**config.mk**
```make
export PLATFORM = sky130hd
export DESIGN_NAME = length_prefixed_frame_receiver_unit_flat
export DESIGN_NICKNAME = d
export VERILOG_FILES = /design/src/sv/lpfr_pkg.sv /design/src/sv/lpfr_if.sv /design/src/sv/lpfr_cfg_regs.sv /design/src/sv/lpfr_deframer.sv /design/src/sv/length_prefixed_frame_receiver_unit.sv /design/src/flat_wrapper.sv
export VERILOG_INCLUDE_DIRS = /design/src /design/src/sv
export SDC_FILE = /design/constraint.sdc
export NUM_CORES = 1
export LEC_CHECK = 0
export BUFFER_PORTS_ARGS = -buffer_cell sky130_fd_sc_hd__buf_2
export CORE_UTILIZATION = 49
export DETAILED_ROUTE_END_ITERATION = 8
export PLACE_DENSITY = 0.75
export SETUP_SLACK_MARGIN = 0.2
export SLEW_MARGIN = 30
export SYNTH_ARGS = -nofsm -noshare
export SYNTH_HDL_FRONTEND = slang
export SYNTH_SLANG_ARGS = --single-unit
```
**constraint.sdc**
```tcl
create_clock -name clk -period 2.9 [get_ports clk]
set_input_delay 0.29 -clock clk [delete_from_list [all_inputs] [get_ports clk]]
set_output_delay 0.29 -clock clk [all_outputs]
set_load 0.005 [all_outputs]
```
**src/sv/assert_macros.svh**
```systemverilog
// Assertion macros used by the deframer
`ifndef ASSERT_MACROS_SVH
`define ASSERT_MACROS_SVH

// Concurrent check on clk, suspended during reset
`define ASSERT_CLK(label, prop, msg) \
  label: assert property (@(posedge clk) disable iff (rst) prop) else $error(msg);

// Concurrent check on clk, active during reset as well
`define ASSERT_ALWAYS(label, prop, msg) \
  label: assert property (@(posedge clk) prop) else $error(msg);

`endif

```
**src/sv/lpfr_pkg.sv**
```systemverilog
// Constants and types for the length-prefixed frame receiver
package lpfr_pkg;

  localparam int unsigned LEN_W   = 16;
  localparam int unsigned PADDR_W = 3;

  localparam logic [7:0] HDR_FIRST  = 8'hFA;
  localparam logic [7:0] HDR_SECOND = 8'hFB;
  localparam logic [7:0] TRL_FIRST  = 8'hEA;
  localparam logic [7:0] TRL_SECOND = 8'hE1;

  localparam logic [LEN_W-1:0] MAX_PAYLOAD_RESET = 16'd1023;

  // Register word index taken from paddr[2]
  localparam logic REG_MAX_PAYLOAD = 1'b0;

  localparam logic KIND_PAYLOAD = 1'b0;
  localparam logic KIND_END     = 1'b1;

  localparam logic [1:0] ST_GOOD     = 2'd0;
  localparam logic [1:0] ST_BAD_TRL1 = 2'd1;
  localparam logic [1:0] ST_BAD_TRL2 = 2'd2;
  localparam logic [1:0] ST_TOO_LONG = 2'd3;

  typedef struct packed {
    logic       kind;
    logic [7:0] data_byte;
    logic       last_payload;
    logic [1:0] frame_status;
  } result_t;

endpackage

```
**src/sv/lpfr_if.sv**
```systemverilog
// Stream interfaces for received bytes and deframed results
interface lpfr_rx_if;
  logic       valid;
  logic       ready;
  logic [7:0] rx_byte;

  modport source (output valid, output rx_byte, input ready);
  modport sink   (input valid, input rx_byte, output ready);
endinterface

interface lpfr_res_if;
  logic       valid;
  logic       ready;
  logic       kind;
  logic [7:0] data_byte;
  logic       last_payload;
  logic [1:0] frame_status;

  modport source (output valid, output kind, output data_byte, output last_payload,
                  output frame_status, input ready);
  modport sink   (input valid, input kind, input data_byte, input last_payload,
                  input frame_status, output ready);
endinterface

```
**src/sv/lpfr_cfg_regs.sv**
```systemverilog
// APB register block holding the maximum payload length
module lpfr_cfg_regs (
  input  logic                        clk,
  input  logic                        rst,
  input  logic                        psel,
  input  logic                        penable,
  input  logic                        pwrite,
  input  logic [lpfr_pkg::PADDR_W-1:0] paddr,
  input  logic [31:0]                 pwdata,
  output logic [31:0]                 prdata,
  output logic                        pready,
  output logic [lpfr_pkg::LEN_W-1:0]  max_payload
);
  import lpfr_pkg::*;

  logic wr_en;

  assign pready = 1'b1;
  assign wr_en  = psel && penable && pwrite && (paddr[2] == REG_MAX_PAYLOAD);

  always_ff @(posedge clk) begin
    if (rst) begin
      max_payload <= MAX_PAYLOAD_RESET;
    end else if (wr_en) begin
      max_payload <= pwdata[LEN_W-1:0];
    end
  end

  always_comb begin
    prdata = 32'd0;
    if (paddr[2] == REG_MAX_PAYLOAD) begin
      prdata = {{(32-LEN_W){1'b0}}, max_payload};
    end
  end

  // paddr[1:0] only selects bytes within the word
  logic unused_addr;
  assign unused_addr = ^paddr[1:0];

endmodule

```
**src/sv/lpfr_deframer.sv**
```systemverilog
// Input register, deframing state machine and result register
module lpfr_deframer (
  input  logic                       clk,
  input  logic                       rst,
  input  logic [lpfr_pkg::LEN_W-1:0] max_payload,
  lpfr_rx_if.sink                    rx,
  lpfr_res_if.source                 result
);
  import lpfr_pkg::*;
  `include "assert_macros.svh"

  typedef enum logic [2:0] {
    PH_HUNT   = 3'd0,
    PH_HDR2   = 3'd1,
    PH_LEN_HI = 3'd2,
    PH_LEN_LO = 3'd3,
    PH_DATA   = 3'd4,
    PH_TRL1   = 3'd5,
    PH_TRL2   = 3'd6
  } phase_t;

  phase_t           phase, phase_next;
  logic [LEN_W-1:0] frame_length, frame_length_next;
  logic [LEN_W-1:0] bytes_seen, bytes_seen_next;
  logic             in_full;
  logic [7:0]       in_byte;
  logic             out_valid, out_valid_next;
  result_t          res, res_next;
  logic             emit;
  logic             advance;

  // Process the held request once the result register is free or draining
  assign advance  = in_full && (!out_valid || result.ready);
  assign rx.ready = !in_full || advance;

  always_comb begin
    phase_next        = phase;
    frame_length_next = frame_length;
    bytes_seen_next   = bytes_seen;
    emit              = 1'b0;
    res_next          = '0;
    unique case (phase)
      PH_HUNT: begin
        if (in_byte == HDR_FIRST) phase_next = PH_HDR2;
      end
      PH_HDR2: begin
        phase_next = (in_byte == HDR_SECOND) ? PH_LEN_HI : PH_HUNT;
      end
      PH_LEN_HI: begin
        frame_length_next = {{(LEN_W-8){1'b0}}, in_byte};
        phase_next        = PH_LEN_LO;
      end
      PH_LEN_LO: begin
        frame_length_next = {frame_length[7:0], in_byte};
        bytes_seen_next   = '0;
        if (frame_length_next > max_payload) begin
          phase_next            = PH_HUNT;
          emit                  = 1'b1;
          res_next.kind         = KIND_END;
          res_next.frame_status = ST_TOO_LONG;
        end else if (frame_length_next == '0) begin
          phase_next = PH_TRL1;
        end else begin
          phase_next = PH_DATA;
        end
      end
      PH_DATA: begin
        bytes_seen_next       = bytes_seen + 1'b1;
        emit                  = 1'b1;
        res_next.kind         = KIND_PAYLOAD;
        res_next.data_byte    = in_byte;
        res_next.last_payload = (bytes_seen_next == frame_length);
        if (res_next.last_payload) phase_next = PH_TRL1;
      end
      PH_TRL1: begin
        if (in_byte == TRL_FIRST) begin
          phase_next = PH_TRL2;
        end else begin
          phase_next            = PH_HUNT;
          emit                  = 1'b1;
          res_next.kind         = KIND_END;
          res_next.frame_status = ST_BAD_TRL1;
        end
      end
      PH_TRL2: begin
        phase_next            = PH_HUNT;
        emit                  = 1'b1;
        res_next.kind         = KIND_END;
        res_next.frame_status = (in_byte == TRL_SECOND) ? ST_GOOD : ST_BAD_TRL2;
      end
      default: begin
        phase_next = PH_HUNT;
      end
    endcase
  end

  always_comb begin
    if (advance) begin
      out_valid_next = emit;
    end else begin
      out_valid_next = out_valid && !result.ready;
    end
  end

  always_ff @(posedge clk) begin
    if (rst) begin
      phase        <= PH_HUNT;
      frame_length <= '0;
      bytes_seen   <= '0;
      in_full      <= 1'b0;
      out_valid    <= 1'b0;
    end else begin
      out_valid <= out_valid_next;
      if (rx.valid && rx.ready) begin
        in_full <= 1'b1;
        in_byte <= rx.rx_byte;
      end else if (advance) begin
        in_full <= 1'b0;
      end
      if (advance) begin
        phase        <= phase_next;
        frame_length <= frame_length_next;
        bytes_seen   <= bytes_seen_next;
        if (emit) res <= res_next;
      end
    end
  end

  assign result.valid        = out_valid;
  assign result.kind         = res.kind;
  assign result.data_byte    = res.data_byte;
  assign result.last_payload = res.last_payload;
  assign result.frame_status = res.frame_status;

  `ASSERT_CLK(a_data_count, (phase == PH_DATA) |-> (bytes_seen < frame_length), "payload count overran frame length")
  `ASSERT_CLK(a_last_to_trl, (advance && phase == PH_DATA && res_next.last_payload) |=> (phase == PH_TRL1), "last payload byte did not move to trailer check")
  `ASSERT_CLK(a_res_fields, out_valid |-> ((res.kind == KIND_END && res.data_byte == 8'd0 && !res.last_payload) || (res.kind == KIND_PAYLOAD && res.frame_status == ST_GOOD)), "result fields inconsistent with kind")
  `ASSERT_ALWAYS(a_rst_clear, rst |=> (!in_full && !out_valid && phase == PH_HUNT), "reset did not clear control state")

endmodule

```
**src/sv/length_prefixed_frame_receiver_unit.sv**
```systemverilog
// Top level of the length-prefixed frame receiver
//
//   port      direction  carries
//   rx        sink       one received serial byte per request
//   result    source     payload byte or frame end with status
//   apb       slave      max_payload register at byte address 0
//
// One byte is accepted per cycle when the result side keeps up; each byte passes
// through the input register and then the result register before its result.
// Header, high length, in-range low length and good first trailer bytes produce no result.
// A stalled result holds the single input register; rx.ready drops only when
// both stages are full and the result is not taken. Synchronous active-high
// reset returns to header hunt and sets max_payload to 1023.
module length_prefixed_frame_receiver_unit (
  input  logic                         clk,
  input  logic                         rst,
  lpfr_rx_if.sink                      rx,
  lpfr_res_if.source                   result,
  input  logic                         psel,
  input  logic                         penable,
  input  logic                         pwrite,
  input  logic [lpfr_pkg::PADDR_W-1:0] paddr,
  input  logic [31:0]                  pwdata,
  output logic [31:0]                  prdata,
  output logic                         pready
);
  import lpfr_pkg::*;

  logic [LEN_W-1:0] max_payload;

  lpfr_cfg_regs u_cfg (
    .clk         (clk),
    .rst         (rst),
    .psel        (psel),
    .penable     (penable),
    .pwrite      (pwrite),
    .paddr       (paddr),
    .pwdata      (pwdata),
    .prdata      (prdata),
    .pready      (pready),
    .max_payload (max_payload)
  );

  lpfr_deframer u_deframer (
    .clk         (clk),
    .rst         (rst),
    .max_payload (max_payload),
    .rx          (rx),
    .result      (result)
  );

endmodule
```
**src/flat_wrapper.sv**
```systemverilog
// flat-port wrapper written by rule: the top's interface ports become plain ports
module length_prefixed_frame_receiver_unit_flat import lpfr_pkg::*;
  (clk, rst, psel, penable, pwrite, paddr, pwdata, prdata, pready, rx_valid, rx_rx_byte, rx_ready, result_valid, result_kind, result_data_byte, result_last_payload, result_frame_status, result_ready);
  lpfr_rx_if rx_i ();
  lpfr_res_if result_i ();
  input  logic clk;
  input  logic rst;
  input  logic psel;
  input  logic penable;
  input  logic pwrite;
  input  logic [lpfr_pkg::PADDR_W-1:0] paddr;
  input  logic [31:0] pwdata;
  output logic [31:0] prdata;
  output logic pready;
  input wire logic [$bits(rx_i.valid)-1:0] rx_valid;
  input wire logic [$bits(rx_i.rx_byte)-1:0] rx_rx_byte;
  output wire logic [$bits(rx_i.ready)-1:0] rx_ready;
  output wire logic [$bits(result_i.valid)-1:0] result_valid;
  output wire logic [$bits(result_i.kind)-1:0] result_kind;
  output wire logic [$bits(result_i.data_byte)-1:0] result_data_byte;
  output wire logic [$bits(result_i.last_payload)-1:0] result_last_payload;
  output wire logic [$bits(result_i.frame_status)-1:0] result_frame_status;
  input wire logic [$bits(result_i.ready)-1:0] result_ready;
  assign rx_i.valid = rx_valid;
  assign rx_i.rx_byte = rx_rx_byte;
  assign rx_ready = rx_i.ready;
  assign result_valid = result_i.valid;
  assign result_kind = result_i.kind;
  assign result_data_byte = result_i.data_byte;
  assign result_last_payload = result_i.last_payload;
  assign result_frame_status = result_i.frame_status;
  assign result_i.ready = result_ready;
  length_prefixed_frame_receiver_unit u_core (.clk(clk), .rst(rst), .rx(rx_i), .result(result_i), .psel(psel), .penable(penable), .pwrite(pwrite), .paddr(paddr), .pwdata(pwdata), .prdata(prdata), .pready(pready));
endmodule
```
---- Yosys cells after proc, flatten, opt, wreduce, memory -nomap -nowiden ----
Cells that the tools add are included.
cells by class
  add/sub/neg operators ................... 1
  bitwise gates (word level) .............. 2
  muxes and demuxes ....................... 21
  equality and inequality tests ........... 13
  order comparisons ....................... 1
  reductions and logical operators ........ 22
operators with widths
  operator                 count
  $pmux W16 S2             2
  $eq A8 B8 Y1 const B     4
  $pmux W3 S6              1
  $add A16 B1 Y16 const B  1
  $eq A16 B16 Y1           1
  $gt A16 B16 Y1           1
  $logic_not A16 Y1        1
  $mux W16                 1
  $mux W3                  4
  $eq A3 B3 Y1 const B     3
  $mux W1                  7
  $eq A3 B2 Y1 const B     2
  $logic_and A1 B1 Y1      6
  $mux W2                  3
  $pmux W1 S3              2
  $pmux W2 S3              1
  $reduce_and A2 Y1        3
  $reduce_and A3 Y1        2
  $reduce_bool A2 Y1       3
  $ne A2 B2 Y1 const B     2
  $eq A3 B1 Y1 const B     1
  $logic_not A1 Y1         3
  $logic_not A3 Y1         1
  $logic_or A1 B1 Y1       2
  other kinds (2)          3
word-level totals
  register bits ........................... 73
  logic and storage cells ................. 71

---- Longest topological paths before layout ----
  depth in word-level cells ............... 6
  mapped depth ............................ 8
  gate-level depth less buffers ........... 8

---- Modules after synthesis ----
Synthesis repeated with hierarchy kept, for this count alone.
unflattened totals
  cells, all modules ...................... 496
  area total of the unflattened synthesis .. 4284.1 sq um
modules (own cells, without submodules)
  module         area each (sq um)  cells an instance  sequential area each (sq um)  times used
  lpfr_deframer  3347.0             390                1341.3                        1
  lpfr_cfg_regs  937.1              106                320.3                         1

---- Worst setup path before layout ----
Ideal clock, no wire load.
  path type ............................... register to register
  start point ............................. register u_core.u_deframer.in_byte[1]
  end point ............................... register u_core.u_deframer.res, in the netlist u_core.u_deframer.result.data_byte[0] (enable)
  arrival time ............................ 2.503 ns
  data required time ...................... 2.515 ns
  path slack .............................. 0.012 ns
  stages on the path, launching flop included .. 8
  clock period less this slack ............ 2.888 ns
  library setup time ...................... 0.385 ns
  cell sequence ........................... edfxtp_1 > ha_1 > nor2b_1 > o211ai_1 > a2111oi_2 > a2111oi_4 > or3_1 > a21oi_1
on the way
  cells in the longest elaborated chain, start to end .. 4
  elaborated cells between the ends (all ways) .. 6
ends and longest elaborated chain
  what                                                   RTL line                                  RTL
  start, declared                                        lpfr_deframer.sv:26                       logic [7:0] in_byte;
  start signal, assigned                                 lpfr_deframer.sv:116                      in_byte <= rx.rx_byte;
  $gt A16 B16 Y1 / $eq A8 B8 Y1 (equally long branches)  lpfr_deframer.sv:56, lpfr_deframer.sv:76
  $mux W1 (on tied branches)                             lpfr_deframer.sv:56, lpfr_deframer.sv:76
  $pmux W1 S3 (*)                                        lpfr_deframer.sv:42                       unique case (phase)
  $reduce_and A3 Y1 (no source line) (*)                 --
  end signal, assigned                                   lpfr_deframer.sv:124                      if (emit) res <= res_next;
  end, declared                                          lpfr_deframer.sv:28                       result_t res, res_next;
Every way passes the cells marked *; elsewhere a longest branch is shown, timed or not.
A chain may end at the register's enable or synchronous reset.

---- Worst setup path in the final report ----
  start point ............................. register u_core.u_deframer.in_byte[1]
  end point ............................... register u_core.u_deframer.res, in the netlist u_core.u_deframer.result.kind (enable)
The elaborated chain is that of the path after synthesis.

==> impl_metrics.ini <==
[status]
status = complete, no violations

[critical_path]
path_cells = ha_1 > nor2b_1 > o211ai_1 > a2111oi_4 > a2111oi_4 > or3_4 > a21oi_4 > buf_6
max_stage_delay_ns = 0.45
critical-path-slowest-cell = edfxtp_1
cp_top_family = compound AO/OA/AOI/OAI gates
critPathCaptureType = register
crit_path_max_fanout = 6
cp_data_arrival_time_ns = 2.67
critPathKind = register to register
cp-start-kind = register
crit_buf_inv = 1
cp.required_ns = 2.98
cpMostUsedCell = a2111oi_4

[floorplan]
die_area_um2 = 8950
core-area_um2 = 8260
io_pins = 97
die_h_um = 94.6
fp-row-count = 33
initial_utilization_pct = 50.9
fp.dieW_um = 94.6

[sta]
max_freq_mhz = 386
slew_viol_final = 0
maxSlewHeadroom_pct = 47.2
fin_skew_ns = 0.00768
hold_viol = 0
finalCritPeriodShare_pct = 89.2
worst_slew_pin_slew_ns = 0.792
fin_setup_tns_ns = 0
min_period_ns = 2.59
setup_viol = 0
rsz0062_at_grt = false

[global_routing]
grt_first_pass_wirelength_mm = 15.7
grtUsageTotal_pct = 22.6
grt_max_degree = 57
grt_pass1_vias = 3332
gr-total-overflow = 0
antenna_found_initial = 0

[pwr]
p_leak_nw = 1.90
power.density_nw_per_um2 = 408
vdd.ir_drop.worst_uv = 320

[synth]
synthFlopType = dfxtp_1
avgSynthCellArea_um2 = 8.59
ys_types = 63
synth_top_family_by_area = simple AND/OR/NAND/NOR gates
synth_top_cell_by_area = dfxtp_1
synthesis.area_um2 = 4200
yosys.area_share.simple_pct = 24.7
synth_compound_gate_area_share_pct = 17.4
synthArstFlopShare_pct = 0
synth-warning-count = 0
ys_seq_area_share_pct = 39.5
synth-xor-area-share_pct = 4.38
yosys-top-cells-area = dfxtp_1 25%, edfxtp_1 14%, a21oi_1 5.7%
synthAdderAreaFrac_pct = 5.06
synth_edf_count = 20
ys_ff_latch = 73
yosys.area.top_type_share_pct = 25.2
syn-instance-count = 489
synth_mux_area_share_pct = 0

[place]
port_buffers = 61
hpwl_mm = 6.85
routabilityCongestion = 0.867
place_area_um2 = 4550

[route]
first_iter_violations = 256
drc = 0
routed.top_layer = met4
dr_wl_met3_um = 498
met1_length_mm = 4.26
drtPass1Iterations = 5
via_per_inst = 5.53
ant_nets = 0
routed_wl_mm = 9.61
wire_per_inst_um = 14.5
wl_met2_mm = 4.72
vias = 3668

[cells_and_area]
drive_above_1_share_pct = 21.9
layout_commonest_cell = buf_2
final_cell_mix = 60 x buf_2, 57 x nor2_1, 53 x dfxtp_1, 52 x nand2_1, 47 x a21oi_1
fin_nets = 620
diodes = 0
fin_area_um2 = 4820
syn_to_final_growth_pct = 14.6

[clock_network]
clk_latency_ns = 0.36
cts_tree = yes
clockBufferDepth = 2
clk_pin_slew_ns = 0.09
cts_buffers = 9
cts_root_buf = clkbuf_8
cts_htree_levels = 3
cts_sinks = 73
cts_hold_buffers = 0

[job]
maxCapViolCount = 0

[hold_path]
hp-class = input port to register
==> worst paths after layout <==
check	start	slack [ns]	cells after the start	to
min	rx_rx_byte[1]	0.09	1	u_core.u_deframer.in_byte[1]
max reg2reg	u_core.u_deframer.in_byte[1]	0.31	8	u_core.u_deframer.result.kind
min reg2reg	u_core.u_cfg.max_payload[12]	0.46	2	u_core.u_cfg.max_payload[12]
max	u_core.u_deframer.in_byte[1]	0.31	8	u_core.u_deframer.result.kind
==> layer usage <==
metal	vias to the layer above	track usage, %
met1	1703	28.9
met3	13	4.27
li1	1828	-
met5	-	0
met4	0	8.46
met2	124	37.8
==> logic make-up after synthesis <==
kind of cell / count (synthesis)
adder cells (fa/ha/maj): 17
flip-flops: 73
buffers and inverters: 66
AND/OR/NAND/NOR: 202
AO/OA/AOI/OAI: 108
other: 2
XOR/XNOR: 21
==> registers in the layout (all words and copies together), names as in the netlist <==
name / cells
u_core.u_cfg.max_payload: 16
u_core.u_deframer.bytes_seen: 16
u_core.u_deframer.frame_length: 16
u_core.u_deframer.in_byte: 8
u_core.u_deframer.in_full: 1
u_core.u_deframer.phase: 3
u_core.u_deframer.result.data_byte: 8
u_core.u_deframer.result.frame_status: 2
u_core.u_deframer.result.kind: 1
u_core.u_deframer.result.last_payload: 1
u_core.u_deframer.result.valid: 1
==> area by class of cell <==
cell class                 count  area [µm²]
multi-input combinational    365        2270
timing repair buffer          83         480
sequential                    73        1660
clock inverter                 7        66.3
clock buffer                   9         124
tap                          105         131
fill                         727        3440
inverter                      21        78.8
==> synth_stat cells (all sizes together), types with 4 or more instances <==
master,number
xor2,4
nand3b,8
clkbuf,21
dfxtp,53
nor2,57
nor3,14
xnor2,17
inv,21
nor4,10
nand2b,6
ha,17
buf,24
and2,8
edfxtp,20
nand3,18
a21o,9
a21oi,48
nand2,52
o21ai,12
a211o,9
nand4,9
==> what timing repair did <==
action                     CTS  global route
setup endpoints to repair    0            14
setup buffers                0             2
gates resized for setup      0            10
==> report_power, final <==
group          internal (mW)  leakage, nW  switching [mW]  total [mW]
combinational         0.0486         1.19          0.0702       0.119
sequential              1.06        0.606         0.00852        1.06
clock                  0.336       0.0991           0.445       0.781
total                   1.44         1.90           0.524        1.96
==> stage by stage <==
stage	std cells	worst slack, ns	power [mW]	hold WS, ns	utilization (%)
after detailed placement	644	0.230	1.20	0.446	55.1
after floorplan	504	0.228	1.17	0.389	-
after CTS	660	0.212	1.97	0.0824	57.4
after global placement	644	0.247	1.20	0.443	55.1
after global routing	663	0.179	2.03	0.0819	58.3
final	663	0.312	1.96	0.0946	58.3
(Power assumes the default switching activity.)
